## config.mk

```make
export PLATFORM = sky130hd
export DESIGN_NAME = dtmf_tone_sequence_generator_top
export DESIGN_NICKNAME = d
export VERILOG_FILES = /design/src/rtl/dtsg_pkg.sv /design/src/rtl/dtmf_tone_sequence_generator_top.sv
export SDC_FILE = /design/constraint.sdc
export NUM_CORES = 2
export LEC_CHECK = 0
export BUFFER_PORTS_ARGS = -buffer_cell sky130_fd_sc_hd__buf_4
export CAP_MARGIN = 5
export CORE_ASPECT_RATIO = 0.9
export CORE_MARGIN = 5
export CORE_UTILIZATION = 50
export DETAILED_ROUTE_END_ITERATION = 12
export GPL_TIMING_DRIVEN = 0
export PLACE_DENSITY = 0.75
export SKIP_CTS_REPAIR_TIMING = 1
export SLEW_MARGIN = 20
export SYNTH_ARGS = -nofsm -noshare
export SYNTH_HDL_FRONTEND = slang
export SYNTH_SLANG_ARGS = --single-unit
```

## constraint.sdc

```tcl
create_clock -name clk -period 16.4 [get_ports clk]
set_clock_uncertainty 0.05 [all_clocks]
set_input_delay 1.64 -clock clk [delete_from_list [all_inputs] [get_ports clk]]
set_output_delay 1.64 -clock clk [all_outputs]
set_load 0.01 [all_outputs]
```

## src/rtl/dtsg_pkg.sv

```systemverilog
// Package: shared types, constants and oscillator arithmetic of the DTMF tone sequence generator.
`timescale 1ns / 1ps
package dtsg_pkg;

  localparam int MAX_KEYS = 32;
  localparam int KEY_IDX_W = (MAX_KEYS > 1) ? $clog2(MAX_KEYS) : 1;
  localparam int KEY_CNT_W = $clog2(MAX_KEYS + 1);

  localparam int CFG_IDX_W = 2;
  localparam int CFG_DATA_W = 16;

  localparam logic [CFG_IDX_W-1:0] CFG_TONE_FRAMES  = 2'd0;
  localparam logic [CFG_IDX_W-1:0] CFG_PAUSE_FRAMES = 2'd1;
  localparam logic [CFG_IDX_W-1:0] CFG_FRAME_LENGTH = 2'd2;

  localparam logic [15:0] TONE_FRAMES_RST  = 16'd1;
  localparam logic [15:0] PAUSE_FRAMES_RST = 16'd1;
  localparam logic [15:0] FRAME_LENGTH_RST = 16'd160;

  localparam logic [31:0] S2_INIT = 32'd31000;
  localparam logic signed [33:0] MUL_RND = 34'sd16384;

  localparam logic [15:0] ROW_COEF [4] = '{16'd27980, 16'd26956, 16'd25701, 16'd24218};
  localparam logic [15:0] COL_COEF [4] = '{16'd19073, 16'd16325, 16'd13085, 16'd9315};

  typedef enum logic [1:0] {
    ACT_LOAD  = 2'd0,
    ACT_TICK  = 2'd1,
    ACT_CLEAR = 2'd2
  } dtsg_action_t;

  typedef struct packed {
    logic [1:0] action;
    logic [7:0] key_code;
    logic       last_key;
  } dtsg_in_t;

  typedef struct packed {
    logic signed [15:0] sample;
    logic               active;
    logic               in_tone;
    logic               accepted;
  } dtsg_out_t;

  typedef struct packed {
    logic        valid;
    logic [15:0] row;
    logic [15:0] col;
  } dtsg_coef_t;

  function automatic dtsg_coef_t key_coef(input logic [7:0] key);
    logic       v;
    logic [1:0] r;
    logic [1:0] c;
    dtsg_coef_t res;
    v = 1'b1;
    r = 2'd0;
    c = 2'd0;
    case (key)
      8'h31: begin r = 2'd0; c = 2'd0; end
      8'h32: begin r = 2'd0; c = 2'd1; end
      8'h33: begin r = 2'd0; c = 2'd2; end
      8'h41: begin r = 2'd0; c = 2'd3; end
      8'h34: begin r = 2'd1; c = 2'd0; end
      8'h35: begin r = 2'd1; c = 2'd1; end
      8'h36: begin r = 2'd1; c = 2'd2; end
      8'h42: begin r = 2'd1; c = 2'd3; end
      8'h37: begin r = 2'd2; c = 2'd0; end
      8'h38: begin r = 2'd2; c = 2'd1; end
      8'h39: begin r = 2'd2; c = 2'd2; end
      8'h43: begin r = 2'd2; c = 2'd3; end
      8'h2A: begin r = 2'd3; c = 2'd0; end
      8'h30: begin r = 2'd3; c = 2'd1; end
      8'h23: begin r = 2'd3; c = 2'd2; end
      8'h44: begin r = 2'd3; c = 2'd3; end
      default: v = 1'b0;
    endcase
    res.valid = v;
    res.row = v ? ROW_COEF[r] : 16'd0;
    res.col = v ? COL_COEF[c] : 16'd0;
    return res;
  endfunction

  // s0 = m(c, s1 << 1) - s2, all modulo 2^32
  function automatic logic [31:0] osc_next(input logic [15:0] c, input logic [31:0] s1,
                                           input logic [31:0] s2);
    logic [31:0]        x;
    logic signed [33:0] lo;
    logic signed [31:0] hi;
    logic [31:0]        m;
    x = {s1[30:0], 1'b0};
    lo = $signed({18'd0, x[15:0]}) * $signed({{18{c[15]}}, c}) + MUL_RND;
    hi = $signed({{16{x[31]}}, x[31:16]}) * $signed({{16{c[15]}}, c});
    m = {hi[30:0], 1'b0} + {{13{lo[33]}}, lo[33:15]};
    return m - s2;
  endfunction

endpackage

```

## src/rtl/dtmf_tone_sequence_generator_top.sv

```systemverilog
// Top level: key store, frame sequencer and dual resonator of the DTMF tone sequence generator.
`timescale 1ns / 1ps
// Takes one item per clock unless a stalled result holds the input: loads and clears are
// taken while idle, and each sample tick during playback yields the next audio sample.
// Every accepted item produces exactly one result, shown in the output register on the
// cycle after acceptance; a stalled result holds that register and stalls the input. The
// frame sequencer, key decode and both second-order resonators (four 16x16 multipliers) are
// combinational, so the sustained rate is one item per cycle whenever the output side takes results.
module dtmf_tone_sequence_generator_top (
  input  logic                                clk,
  input  logic                                rst_n,
  input  logic                                in_valid,
  output logic                                in_stall,
  input  dtsg_pkg::dtsg_in_t                  in_data,
  output logic                                out_valid,
  input  logic                                out_stall,
  output dtsg_pkg::dtsg_out_t                 out_data,
  input  logic                                cfg_we,
  input  logic [dtsg_pkg::CFG_IDX_W-1:0]      cfg_index,
  input  logic [dtsg_pkg::CFG_DATA_W-1:0]     cfg_wdata
);

  logic [15:0] tone_frames_r, pause_frames_r, frame_length_r;

  logic [7:0] key_store_r [dtsg_pkg::MAX_KEYS];

  logic [dtsg_pkg::KEY_CNT_W-1:0] keys_stored_r, keys_stored_nxt;
  logic [dtsg_pkg::KEY_CNT_W-1:0] keys_left_r, keys_left_nxt;
  logic [dtsg_pkg::KEY_IDX_W-1:0] read_index_r, read_index_nxt;
  logic                           busy_r, busy_nxt;
  logic                           tone_phase_r, tone_phase_nxt;
  logic [15:0]                    tone_left_r, tone_left_nxt;
  logic [15:0]                    pause_left_r, pause_left_nxt;
  logic [15:0]                    sample_index_r, sample_index_nxt;
  logic [15:0]                    row_coeff_r, row_coeff_nxt, col_coeff_r, col_coeff_nxt;
  logic [31:0]                    row_s1_r, row_s1_nxt, row_s2_r, row_s2_nxt;
  logic [31:0]                    col_s1_r, col_s1_nxt, col_s2_r, col_s2_nxt;

  logic                out_valid_r;
  dtsg_pkg::dtsg_out_t out_data_r, res;

  logic                           accept_in;
  logic                           store_we;
  logic                           load;
  logic                           produce;
  logic                           acc;
  logic [dtsg_pkg::KEY_IDX_W-1:0] key_addr;
  logic [dtsg_pkg::KEY_CNT_W-1:0] cnt_after;
  logic [16:0]                    idx_inc;

  dtsg_pkg::dtsg_coef_t kc;
  logic [15:0] row_c, col_c;
  logic [31:0] row_s1_c, row_s2_c, col_s1_c, col_s2_c;
  logic [31:0] osc_a, osc_b, osc_sum;
  logic        tone_out;

  assign in_stall  = out_valid_r && out_stall;
  assign accept_in = in_valid && !in_stall;
  assign out_valid = out_valid_r;
  assign out_data  = out_data_r;

  always_comb begin
    keys_stored_nxt  = keys_stored_r;
    keys_left_nxt    = keys_left_r;
    read_index_nxt   = read_index_r;
    busy_nxt         = busy_r;
    tone_phase_nxt   = tone_phase_r;
    tone_left_nxt    = tone_left_r;
    pause_left_nxt   = pause_left_r;
    sample_index_nxt = sample_index_r;
    store_we         = 1'b0;
    load             = 1'b0;
    produce          = 1'b0;
    acc              = 1'b0;
    key_addr         = read_index_r;
    cnt_after        = keys_stored_r;
    idx_inc          = {1'b0, sample_index_r} + 17'd1;
    case (in_data.action)
      dtsg_pkg::ACT_LOAD: begin
        if (!busy_r) begin
          acc = 1'b1;
          if (keys_stored_r < dtsg_pkg::KEY_CNT_W'(dtsg_pkg::MAX_KEYS)) begin
            store_we  = 1'b1;
            cnt_after = keys_stored_r + dtsg_pkg::KEY_CNT_W'(1);
          end
          keys_stored_nxt = cnt_after;
          if (in_data.last_key) begin
            keys_left_nxt    = cnt_after;
            keys_stored_nxt  = '0;
            read_index_nxt   = '0;
            tone_left_nxt    = tone_frames_r;
            pause_left_nxt   = pause_frames_r;
            sample_index_nxt = '0;
            tone_phase_nxt   = 1'b0;
            busy_nxt         = (cnt_after != '0);
          end
        end
      end
      dtsg_pkg::ACT_CLEAR: begin
        if (!busy_r) begin
          acc = 1'b1;
          keys_stored_nxt = '0;
        end
      end
      dtsg_pkg::ACT_TICK: begin
        if (busy_r) begin
          if (sample_index_r == '0) begin
            if (keys_left_r == '0) begin
              busy_nxt       = 1'b0;
              tone_phase_nxt = 1'b0;
            end else if (tone_left_r != '0) begin
              load           = (tone_left_r == tone_frames_r);
              tone_left_nxt  = tone_left_r - 16'd1;
              tone_phase_nxt = 1'b1;
            end else if (pause_left_r != '0) begin
              load           = (tone_frames_r == '0);
              pause_left_nxt = pause_left_r - 16'd1;
              tone_phase_nxt = 1'b0;
            end else begin
              // advance to the next key
              keys_left_nxt  = keys_left_r - dtsg_pkg::KEY_CNT_W'(1);
              read_index_nxt = read_index_r + dtsg_pkg::KEY_IDX_W'(1);
              tone_left_nxt  = tone_frames_r;
              pause_left_nxt = pause_frames_r;
              tone_phase_nxt = 1'b0;
              if (keys_left_r == dtsg_pkg::KEY_CNT_W'(1)) begin
                load     = (tone_frames_r == '0);
                busy_nxt = 1'b0;
              end else if (tone_frames_r != '0) begin
                load           = 1'b1;
                key_addr       = read_index_nxt;
                tone_left_nxt  = tone_frames_r - 16'd1;
                tone_phase_nxt = 1'b1;
              end else if (pause_frames_r != '0) begin
                load           = 1'b1;
                key_addr       = read_index_nxt;
                pause_left_nxt = pause_frames_r - 16'd1;
              end else begin
                // nothing to play for any key: drop the rest of the string, keep the last key
                load          = 1'b1;
                key_addr      = read_index_r + keys_left_r[dtsg_pkg::KEY_IDX_W-1:0]
                                - dtsg_pkg::KEY_IDX_W'(1);
                busy_nxt      = 1'b0;
                keys_left_nxt = '0;
              end
            end
          end
          if (busy_nxt) begin
            produce = 1'b1;
            sample_index_nxt = (idx_inc >= {1'b0, frame_length_r}) ? 16'd0 : idx_inc[15:0];
          end
        end
      end
      default: begin
      end
    endcase
  end

  always_comb begin
    kc       = dtsg_pkg::key_coef(key_store_r[key_addr]);
    row_c    = load ? kc.row : row_coeff_r;
    col_c    = load ? kc.col : col_coeff_r;
    row_s1_c = load ? {16'd0, kc.row} : row_s1_r;
    col_s1_c = load ? {16'd0, kc.col} : col_s1_r;
    row_s2_c = load ? (kc.valid ? dtsg_pkg::S2_INIT : 32'd0) : row_s2_r;
    col_s2_c = load ? (kc.valid ? dtsg_pkg::S2_INIT : 32'd0) : col_s2_r;
    osc_a    = dtsg_pkg::osc_next(row_c, row_s1_c, row_s2_c);
    osc_b    = dtsg_pkg::osc_next(col_c, col_s1_c, col_s2_c);
    osc_sum  = osc_a + osc_b;
    tone_out = produce && tone_phase_nxt;

    row_coeff_nxt = row_c;
    col_coeff_nxt = col_c;
    row_s1_nxt    = tone_out ? osc_a : row_s1_c;
    row_s2_nxt    = tone_out ? row_s1_c : row_s2_c;
    col_s1_nxt    = tone_out ? osc_b : col_s1_c;
    col_s2_nxt    = tone_out ? col_s1_c : col_s2_c;

    res          = '0;
    res.active   = produce;
    res.in_tone  = tone_out;
    res.accepted = acc;
    if (tone_out && !(row_c == '0 && col_c == '0)) begin
      res.sample = $signed(osc_sum[16:1]);
    end
  end

  always_ff @(posedge clk) begin
    if (!rst_n) begin
      tone_frames_r  <= dtsg_pkg::TONE_FRAMES_RST;
      pause_frames_r <= dtsg_pkg::PAUSE_FRAMES_RST;
      frame_length_r <= dtsg_pkg::FRAME_LENGTH_RST;
    end else if (cfg_we) begin
      case (cfg_index)
        dtsg_pkg::CFG_TONE_FRAMES:  tone_frames_r  <= cfg_wdata;
        dtsg_pkg::CFG_PAUSE_FRAMES: pause_frames_r <= cfg_wdata;
        dtsg_pkg::CFG_FRAME_LENGTH: frame_length_r <= cfg_wdata;
        default: begin
        end
      endcase
    end
  end

  always_ff @(posedge clk) begin
    if (accept_in && store_we) begin
      key_store_r[keys_stored_r[dtsg_pkg::KEY_IDX_W-1:0]] <= in_data.key_code;
    end
  end

  always_ff @(posedge clk) begin
    if (!rst_n) begin
      keys_stored_r  <= '0;
      keys_left_r    <= '0;
      read_index_r   <= '0;
      busy_r         <= 1'b0;
      tone_phase_r   <= 1'b0;
      tone_left_r    <= '0;
      pause_left_r   <= '0;
      sample_index_r <= '0;
      row_coeff_r    <= '0;
      col_coeff_r    <= '0;
      row_s1_r       <= '0;
      row_s2_r       <= '0;
      col_s1_r       <= '0;
      col_s2_r       <= '0;
    end else if (accept_in) begin
      keys_stored_r  <= keys_stored_nxt;
      keys_left_r    <= keys_left_nxt;
      read_index_r   <= read_index_nxt;
      busy_r         <= busy_nxt;
      tone_phase_r   <= tone_phase_nxt;
      tone_left_r    <= tone_left_nxt;
      pause_left_r   <= pause_left_nxt;
      sample_index_r <= sample_index_nxt;
      row_coeff_r    <= row_coeff_nxt;
      col_coeff_r    <= col_coeff_nxt;
      row_s1_r       <= row_s1_nxt;
      row_s2_r       <= row_s2_nxt;
      col_s1_r       <= col_s1_nxt;
      col_s2_r       <= col_s2_nxt;
    end
  end

  always_ff @(posedge clk) begin
    if (!rst_n) begin
      out_valid_r <= 1'b0;
    end else if (accept_in) begin
      out_valid_r <= 1'b1;
    end else if (!out_stall) begin
      out_valid_r <= 1'b0;
    end
  end

  always_ff @(posedge clk) begin
    if (accept_in) begin
      out_data_r <= res;
    end
  end

endmodule

```

# Word-level counts from Yosys, hierarchy flattened
# Memory sizes are Yosys's and may differ from the RTL's.
# Index checks and enable logic that the tools add are counted.
[totals] wordCells=247 mem_bits_rw=256 ff_bits=295 mem_count=1 in_bits=34
[op_classes] bitwise=2 eq_ne=33 n_mux=125 n_addsub=17 reduce_logical=39 mul=4 order_cmp=4
[memory_table] memory="key_store_r" words=32 width=8 read_ports=1 rd_clocked_by_memory_dff=0 wr=1 line_no="dtmf_tone_sequence_generator_top.sv:25" source="logic [7:0] key_store_r [dtsg_pkg::MAX_KEYS];"
[ops] operator="16-bit two-way mux" count=32
[ops] operator="32-bit two-way mux" count=8
[ops] operator="8-bit by 6-bit equality test with 1-bit output (second input constant)" count=12
[ops] operator="6-bit two-way mux" count=16
[ops] operator="16-bit case mux with 2 select lines" count=3
[ops] operator="5-bit two-way mux" count=16
[ops] operator="33-bit by 16-bit adder with 34-bit output (second input constant)" count=2
[ops] operator="32-bit adder" count=2
[ops] operator="16-bit binary-select mux with 2-bit select" count=2
[ops] operator="16-bit zero test" count=4
[ops] operator="16-bit by 16-bit multiplier with 32-bit output" count=2
[ops] operator="16-bit nonzero test" count=4
[ops] operator="16-bit by 1-bit subtractor with 16-bit output (second input constant)" count=4
[ops] operator="32-bit subtractor" count=2
[ops] operator="16-bit by 16-bit multiplier with 31-bit output" count=2
[ops] operator="1-bit two-way mux" count=40
[ops] operator="8-bit by 7-bit equality test with 1-bit output (second input constant)" count=4
[ops] operator="6-bit case mux with 2 select lines" count=2
[ops] operator="4-bit OR reduction" count=6
[ops] operator="2-bit != test (second input constant)" count=9
[ops] operator="16-bit by 1-bit adder with 17-bit output (second input constant)" count=1
[ops] operator="17-bit adder" count=1
[ops] operator="17-bit by 16-bit >= comparator with 1-bit output" count=1
[ops] operator="16-bit equality test" count=1
[ops] operator="other kinds (30)" count=48

# Logic depth before layout (Yosys ltp)
# An unclocked memory read counts as a cell.
[depth] word_depth=26 depth_mapped=79 mapped_depth_nobuf=72

# Worst setup path before layout
# Ideal clock, no wire load.
[synth_path] path_type="input port to flip-flop" from="input port in_data[9] (netlist name)" to="register row_s1_r[30]" setup_slack_ps=155 required_ps=16222 arrival_ps=16067 stages=71 n_path_buf=9 setup_time_ps=128 cell_sequence="nand2_1 > nor2_1 > or4b_1 > clkbuf_1 > o21ai_4 > o21a_1 > buf_4 > buf_2 > buf_4 > mux2_2 > o2111ai_1 > nand4_1 > o21ai_0 > buf_2 > nor3_1 > o21bai_1 > a2bb2oi_1 > nand3_1 > (+35 left out) > a21oi_1 > o21bai_1 > a21oi_1 > o21bai_1 > a21oi_1 > nor2b_1 > o21a_1 > o31a_1 > o41ai_1 > o211ai_1 > a31o_2 > o21a_1 > o21a_1 > nor2_1 > o21ai_0 > xnor2_1 > a2bb2oi_1 > nor2_1"
[synth_via] elab_chain_len=17 elab_cells_between_ends=45 classes_between="add/sub (3); mul (2); eq/ne (17); mux (15); bitwise (1); reduce/logical (6); memory (1)"
[synth_rtl] item="start, declared" line_no="dtmf_tone_sequence_generator_top.sv:14" source="input dtsg_pkg::dtsg_in_t in_data,"
[synth_rtl] item="2-bit by 1-bit equality test with 1-bit output" line_no="dtmf_tone_sequence_generator_top.sv:78" source="case (in_data.action)"
[synth_rtl] item="5-bit two-way mux" line_no="dtmf_tone_sequence_generator_top.sv:78"
[synth_rtl] item="memory 32 x 8 bit"
[synth_rtl] item="8-bit by 7-bit equality test with 1-bit output or 8-bit by 6-bit equality test with 1-bit output (tied branches)" line_no="dtsg_pkg.sv:59" source="case (key)"
[synth_rtl] item="4-bit OR reduction (no source line)"
[synth_rtl] item="2-bit case mux with 3 select lines" line_no="dtsg_pkg.sv:59"
[synth_rtl] item="2-bit NOT with 3-bit output (not written as such)" line_no="dtsg_pkg.sv:79" source="res.row = v ? ROW_COEF[r] : 16'd0;"
[synth_rtl] item="16-bit binary-select mux with 2-bit select" line_no="dtsg_pkg.sv:79"
[synth_rtl] item="16-bit two-way mux (not written as such) (2 in a row)" line_no="dtsg_pkg.sv:79"
[synth_rtl] item="16-bit two-way mux" line_no="dtsg_pkg.sv:79"
[synth_rtl] item="32-bit two-way mux or 16-bit two-way mux (tied branches)" line_no="dtmf_tone_sequence_generator_top.sv:163, dtmf_tone_sequence_generator_top.sv:161"
[synth_rtl] item="16-bit by 16-bit multiplier with 32-bit output" line_no="dtsg_pkg.sv:92" source="lo = $signed({18'd0, x[15:0]}) * $signed({{18{c[15]}}, c}) + MUL_RND;"
[synth_rtl] item="33-bit by 16-bit adder with 34-bit output" line_no="dtsg_pkg.sv:92"
[synth_rtl] item="32-bit adder" line_no="dtsg_pkg.sv:94" source="m = {hi[30:0], 1'b0} + {{13{lo[33]}}, lo[33:15]};"
[synth_rtl] item="32-bit subtractor" line_no="dtsg_pkg.sv:95" source="return m - s2;"
[synth_rtl] item="32-bit two-way mux (*)" line_no="dtmf_tone_sequence_generator_top.sv:174" source="row_s1_nxt = tone_out ? osc_a : row_s1_c;"
[synth_rtl] item="end signal, assigned" line_no="dtmf_tone_sequence_generator_top.sv:237" source="row_s1_r <= row_s1_nxt;"
[synth_rtl] item="end, declared" line_no="dtmf_tone_sequence_generator_top.sv:36" source="logic [31:0] row_s1_r, row_s1_nxt, row_s2_r, row_s2_nxt;"
# Every way passes the cells marked *; elsewhere a longest branch is shown, timed or not. The select of a mux whose other input is x is not followed.
# A chain may end at the register's enable or synchronous reset.

# Final worst setup path
[layout_path] from="register pause_frames_r[1]" to="register row_s1_r[30]"
[layout_via] elab_chain_len=25 elab_cells_between_ends=61 classes_between="add/sub (3); mul (2); eq/ne (16); mux (32); bitwise (1); reduce/logical (6); memory (1)"
[layout_rtl] item="start, declared" line_no="dtmf_tone_sequence_generator_top.sv:23" source="logic [15:0] tone_frames_r, pause_frames_r, frame_length_r;"
[layout_rtl] item="start signal, assigned" line_no="dtmf_tone_sequence_generator_top.sv:191" source="pause_frames_r <= dtsg_pkg::PAUSE_FRAMES_RST;"
[layout_rtl] item="start signal, assigned" line_no="dtmf_tone_sequence_generator_top.sv:196" source="dtsg_pkg::CFG_PAUSE_FRAMES: pause_frames_r <= cfg_wdata;"
[layout_rtl] item="16-bit nonzero test (*)" line_no="dtmf_tone_sequence_generator_top.sv:134" source="end else if (pause_frames_r != '0) begin"
[layout_rtl] item="5-bit two-way mux" line_no="dtmf_tone_sequence_generator_top.sv:134"
[layout_rtl] item="5-bit two-way mux" line_no="dtmf_tone_sequence_generator_top.sv:129" source="end else if (tone_frames_r != '0) begin"
[layout_rtl] item="5-bit two-way mux" line_no="dtmf_tone_sequence_generator_top.sv:126" source="if (keys_left_r == dtsg_pkg::KEY_CNT_W'(1)) begin"
[layout_rtl] item="5-bit two-way mux" line_no="dtmf_tone_sequence_generator_top.sv:115" source="end else if (pause_left_r != '0) begin"
[layout_rtl] item="5-bit two-way mux" line_no="dtmf_tone_sequence_generator_top.sv:111" source="end else if (tone_left_r != '0) begin"
[layout_rtl] item="5-bit two-way mux" line_no="dtmf_tone_sequence_generator_top.sv:108" source="if (keys_left_r == '0) begin"
[layout_rtl] item="5-bit two-way mux" line_no="dtmf_tone_sequence_generator_top.sv:107" source="if (sample_index_r == '0) begin"
[layout_rtl] item="(+8 left out)"
[layout_rtl] item="16-bit two-way mux (not written as such) (2 in a row)" line_no="dtsg_pkg.sv:79"
[layout_rtl] item="16-bit two-way mux" line_no="dtsg_pkg.sv:79"
[layout_rtl] item="32-bit two-way mux or 16-bit two-way mux (tied branches)" line_no="dtmf_tone_sequence_generator_top.sv:163, dtmf_tone_sequence_generator_top.sv:161"
[layout_rtl] item="16-bit by 16-bit multiplier with 32-bit output" line_no="dtsg_pkg.sv:92"
[layout_rtl] item="33-bit by 16-bit adder with 34-bit output" line_no="dtsg_pkg.sv:92"
[layout_rtl] item="32-bit adder" line_no="dtsg_pkg.sv:94"
[layout_rtl] item="32-bit subtractor" line_no="dtsg_pkg.sv:95"
[layout_rtl] item="32-bit two-way mux (*)" line_no="dtmf_tone_sequence_generator_top.sv:174"
# Marks and branches as above.

==> run_results.csv <==
group,metric,value,unit
die,coreArea,133300,um^2
place,gp_congestion,0.9858,
finish,layout_common_cells,"inv_1 (1144), nand2_1 (990), fa_1 (911)",
critical_path,cpMostUsedCell,"fa_1",
die,die_x,396.4,um
logic_synthesis,ys_types,94,
clock_network,clock_sinks,547,
logic_synthesis,yosys.area.top_type,"fa_1",
die,dieArea,141800,um^2
route,antenna_left,0,
grt,grt_overflow,0,
logic_synthesis,synthAdderAreaFrac,0.3690,
critical_path,start_kind,"register",
finish,fin_area,75450,um^2
route,wirelength,228200,um
logic_synthesis,ys_ff_latch,547,
clock_network,htreeDepth,2,
finish,syn2layout_area_growth,12.30,%
route,num_vias,58610,
route,drtIter0Drc,6672,
clock_network,clkTransAtPathRegs,0.06,ns
logic_synthesis,synth_compound_area_frac,0.1143,
route,via_per_inst,6.081,
place,placed_cell_area,70000,um^2
route,wire_per_inst,23.67,um
place,dp_hpwl,175200,um
logic_synthesis,synth_fp_nets,9064,
sta,layout_min_cycle_time,16.46,ns
critical_path,slowest_delay,0.62,ns
clock_network,cts_root_buffer,"clkbuf_16",
critical_path,cp.arrival,16.91,ns
die,initial_core_util,0.5039,
job,cap_violations,0,
logic_synthesis,yosys.area_share.simple,0.1687,
sta,max_freq,60.75,MHz
die,dieHeight,357.8,um
sta,final_hold_viol_count,0,
clock_network,insertion_delay,0.72,ns
logic_synthesis,avgSynthCellArea,8.840,um^2
power,cellPowerDensity,48.86,nW/um^2
power,p_leak,33.49,nW
sta,setup_slack,-0.06020,ns
grt,antenna_found_initial,4,
grt,grt_max_degree,33,
sta,worstMarginPinSlew,1.313,ns
sta,drv_slew,0,
logic_synthesis,syn-cell-area,67190,um^2
grt,grt_pass1_wl,340700,um
route,drt_pass1_iterations,7,
clock_network,cts_inserted_buffers,59,
run_status,violations,"negative setup slack",
die,rows,127,
critical_path,end_kind,"register",
logic_synthesis,synth_seq_area_share,0.2040,
logic_synthesis,synth_mux_area_frac,0.01646,
logic_synthesis,ys_async_sr_fraction,0,
sta,grt_setup_unrepaired,"yes",
critical_path,crit_type,"register to register",
critical_path,cp.required,16.85,ns
finish,final_common_cell,"inv_1",
power,ir_worst_vdd,0.00009245,V
route,drc,0,
sta,tns,-0.06020,ns
die,num_io_pins,55,
place,port_buffers,54,
logic_synthesis,synth_top_area_share,0.2729,
logic_synthesis,synthXorXnorAreaFrac,0.03885,
sta,setup_viol,1,
sta,max-slew-margin-rel,0.1246,
critical_path,cp_max_fo,10,
logic_synthesis,ys_warn_count,0,
logic_synthesis,synth_edf_count,275,
clock_network,clock_path_buffers,3,
logic_synthesis,synth_ff_type,"edfxtp_1",
hold_path,hp-class,"register to register",
critical_path,cpMaxStageDelayCell,"or4_4",
sta,finalCritPeriodShare,1.004,
clock_network,cts_tree,"done",
logic_synthesis,synth_area_leaders,"fa_1 (27%), edfxtp_1 (12%), ha_1 (9.6%)",
logic_synthesis,synth_top_family_by_area,"adder cells",
logic_synthesis,netlist_instances,7600,
grt,track_usage,0.3112,
finish,final_nets,9307,
grt,grt_pass1_vias,57590,
run_status,status,"complete, but fails checks",
finish,drive_above_1_share,0.1045,
[cells in the mapped netlist, types with 8 or more instances]
| cell type | count |
|---|---|
| xnor2_1 | 203 |
| nor4_1 | 37 |
| a21boi_0 | 18 |
| nand3b_1 | 21 |
| nand2b_1 | 70 |
| or4_1 | 32 |
| nor3_1 | 78 |
| o221ai_1 | 22 |
| nand4_1 | 38 |
| fa_1 | 916 |
| a22o_1 | 40 |
| a22oi_1 | 95 |
| a21o_1 | 82 |
| ha_1 | 514 |
| and2_1 | 96 |
| mux2_2 | 24 |
| buf_2 | 24 |
| o211ai_1 | 69 |
| or3_1 | 27 |
| and3_1 | 158 |
| inv_1 | 1150 |
| xor2_1 | 95 |
| nand2_1 | 1004 |
| nor2b_1 | 26 |
| a21oi_1 | 323 |
| o21ai_0 | 150 |
| o21ai_1 | 10 |
| o2111ai_1 | 43 |
| a211oi_1 | 53 |
| a311oi_1 | 21 |
| mux2i_1 | 82 |
| nand3_1 | 167 |
| o21bai_1 | 39 |
| o21a_1 | 29 |
| clkbuf_1 | 362 |
| a32oi_1 | 16 |
| a31oi_1 | 26 |
| or2_2 | 19 |
| buf_1 | 25 |
| dfxtp_1 | 272 |
| edfxtp_1 | 275 |
| nor2_1 | 689 |
| a211o_1 | 8 |
| o31a_1 | 10 |
[per-layer routing]
| layer | track usage | wire length, um | vias to the layer above |
|---|---|---|---|
| met2 | 0.4786 | 98960 | 3852 |
| met1 | 0.4137 | 86380 | 28550 |
| met4 | 0.1503 | 14410 | 2 |
| li1 | - | - | 25340 |
| met3 | 0.07797 | 28350 | 857 |
| met5 | 0 | 52 | - |
[critical path: cells and delay by family, from the launching register on]
kind / cells / cell delay, ns
xor gates and xnor gates: 3 / 0.58
buffers and inverters: 10 / 1.16
AOI/OAI and AO/OA: 28 / 5.85
muxes: 4 / 1.12
DFF: 1 / 0.34
adders and majority gates: 12 / 4.65
and+or+nand+nor: 13 / 2.47
[power breakdown]
group	internal [W]	switching, W	total, W
clock	0.000800	0.000632	0.00143
combinational	0.000276	0.000510	0.000786
sequential	0.00145	0.0000172	0.00147
[flip-flops by register name (all words and copies together), names as in the netlist, named ones only]
signal / count
col_coeff_r: 15
busy_r: 1
out_data: 19
key_store_r: 256
read_index_r: 5
pause_left_r: 16
row_s1_r: 31
out_valid: 1
keys_stored_r: 6
pause_frames_r: 16
tone_left_r: 16
frame_length_r: 16
sample_index_r: 16
row_s2_r: 31
tone_frames_r: 16
tone_phase_r: 1
keys_left_r: 6
col_s1_r: 31
row_coeff_r: 16
col_s2_r: 31
[final cells by class]
cell class / count / area, um^2
buffer: 395 / 1836
multi-input combinational: 5482 / 49660
timing repair buffer: 206 / 1680
fill: 11620 / 57870
sequential: 547 / 13710
clock buffer: 80 / 1709
tap: 1741 / 2178
antenna: 6 / 15.01
inverter: 1152 / 4324
clock inverter: 29 / 344.1
[per-stage QoR]
| step | power, W | cells | hold WS, ns | worst slack (ns) | utilization |
|---|---|---|---|---|---|
| final | 0.003686 | 9638 | 0.4025 | -0.06020 | 0.5659 |
| after global routing | 0.003785 | 9632 | 0.4188 | -0.5360 | 0.5658 |
| after CTS | 0.003575 | 9514 | 0.4053 | -4.659 | 0.5404 |
| after detailed placement | 0.002172 | 9405 | 0.3970 | -4.818 | 0.5250 |
| after global placement | 0.002158 | 9395 | 0.3895 | -5.245 | 0.5233 |
| after floorplan | 0.001940 | 7600 | 0.3822 | 0.1553 | - |
[cell families (layout without fill, tap and decap cells)]
kind of cell	Yosys count	after routing
compound gates	1138	1138
fa+ha+maj	1432	1432
simple gates	2506	2507
other cells	0	6
mux	107	107
xor+xnor	298	298
flops	547	547
buf+inv	1572	1862
[final timing paths]
| path | startpoint | endpoint | slack (ns) | cells past startpoint |
|---|---|---|---|---|
| min | frame_length_r[6]$_SDFFE_PN0P_ | frame_length_r[6]$_SDFFE_PN0P_ | 0.40 | 2 |
| min reg2reg | frame_length_r[6]$_SDFFE_PN0P_ | frame_length_r[6]$_SDFFE_PN0P_ | 0.40 | 2 |
| max reg2reg | pause_frames_r[1]$_SDFFE_PN0P_ | row_s1_r[30]$_SDFFE_PN0P_ | -0.06 | 70 |
| max | pause_frames_r[1]$_SDFFE_PN0P_ | row_s1_r[30]$_SDFFE_PN0P_ | -0.06 | 70 |
Power figures use the tool's default switching activity.
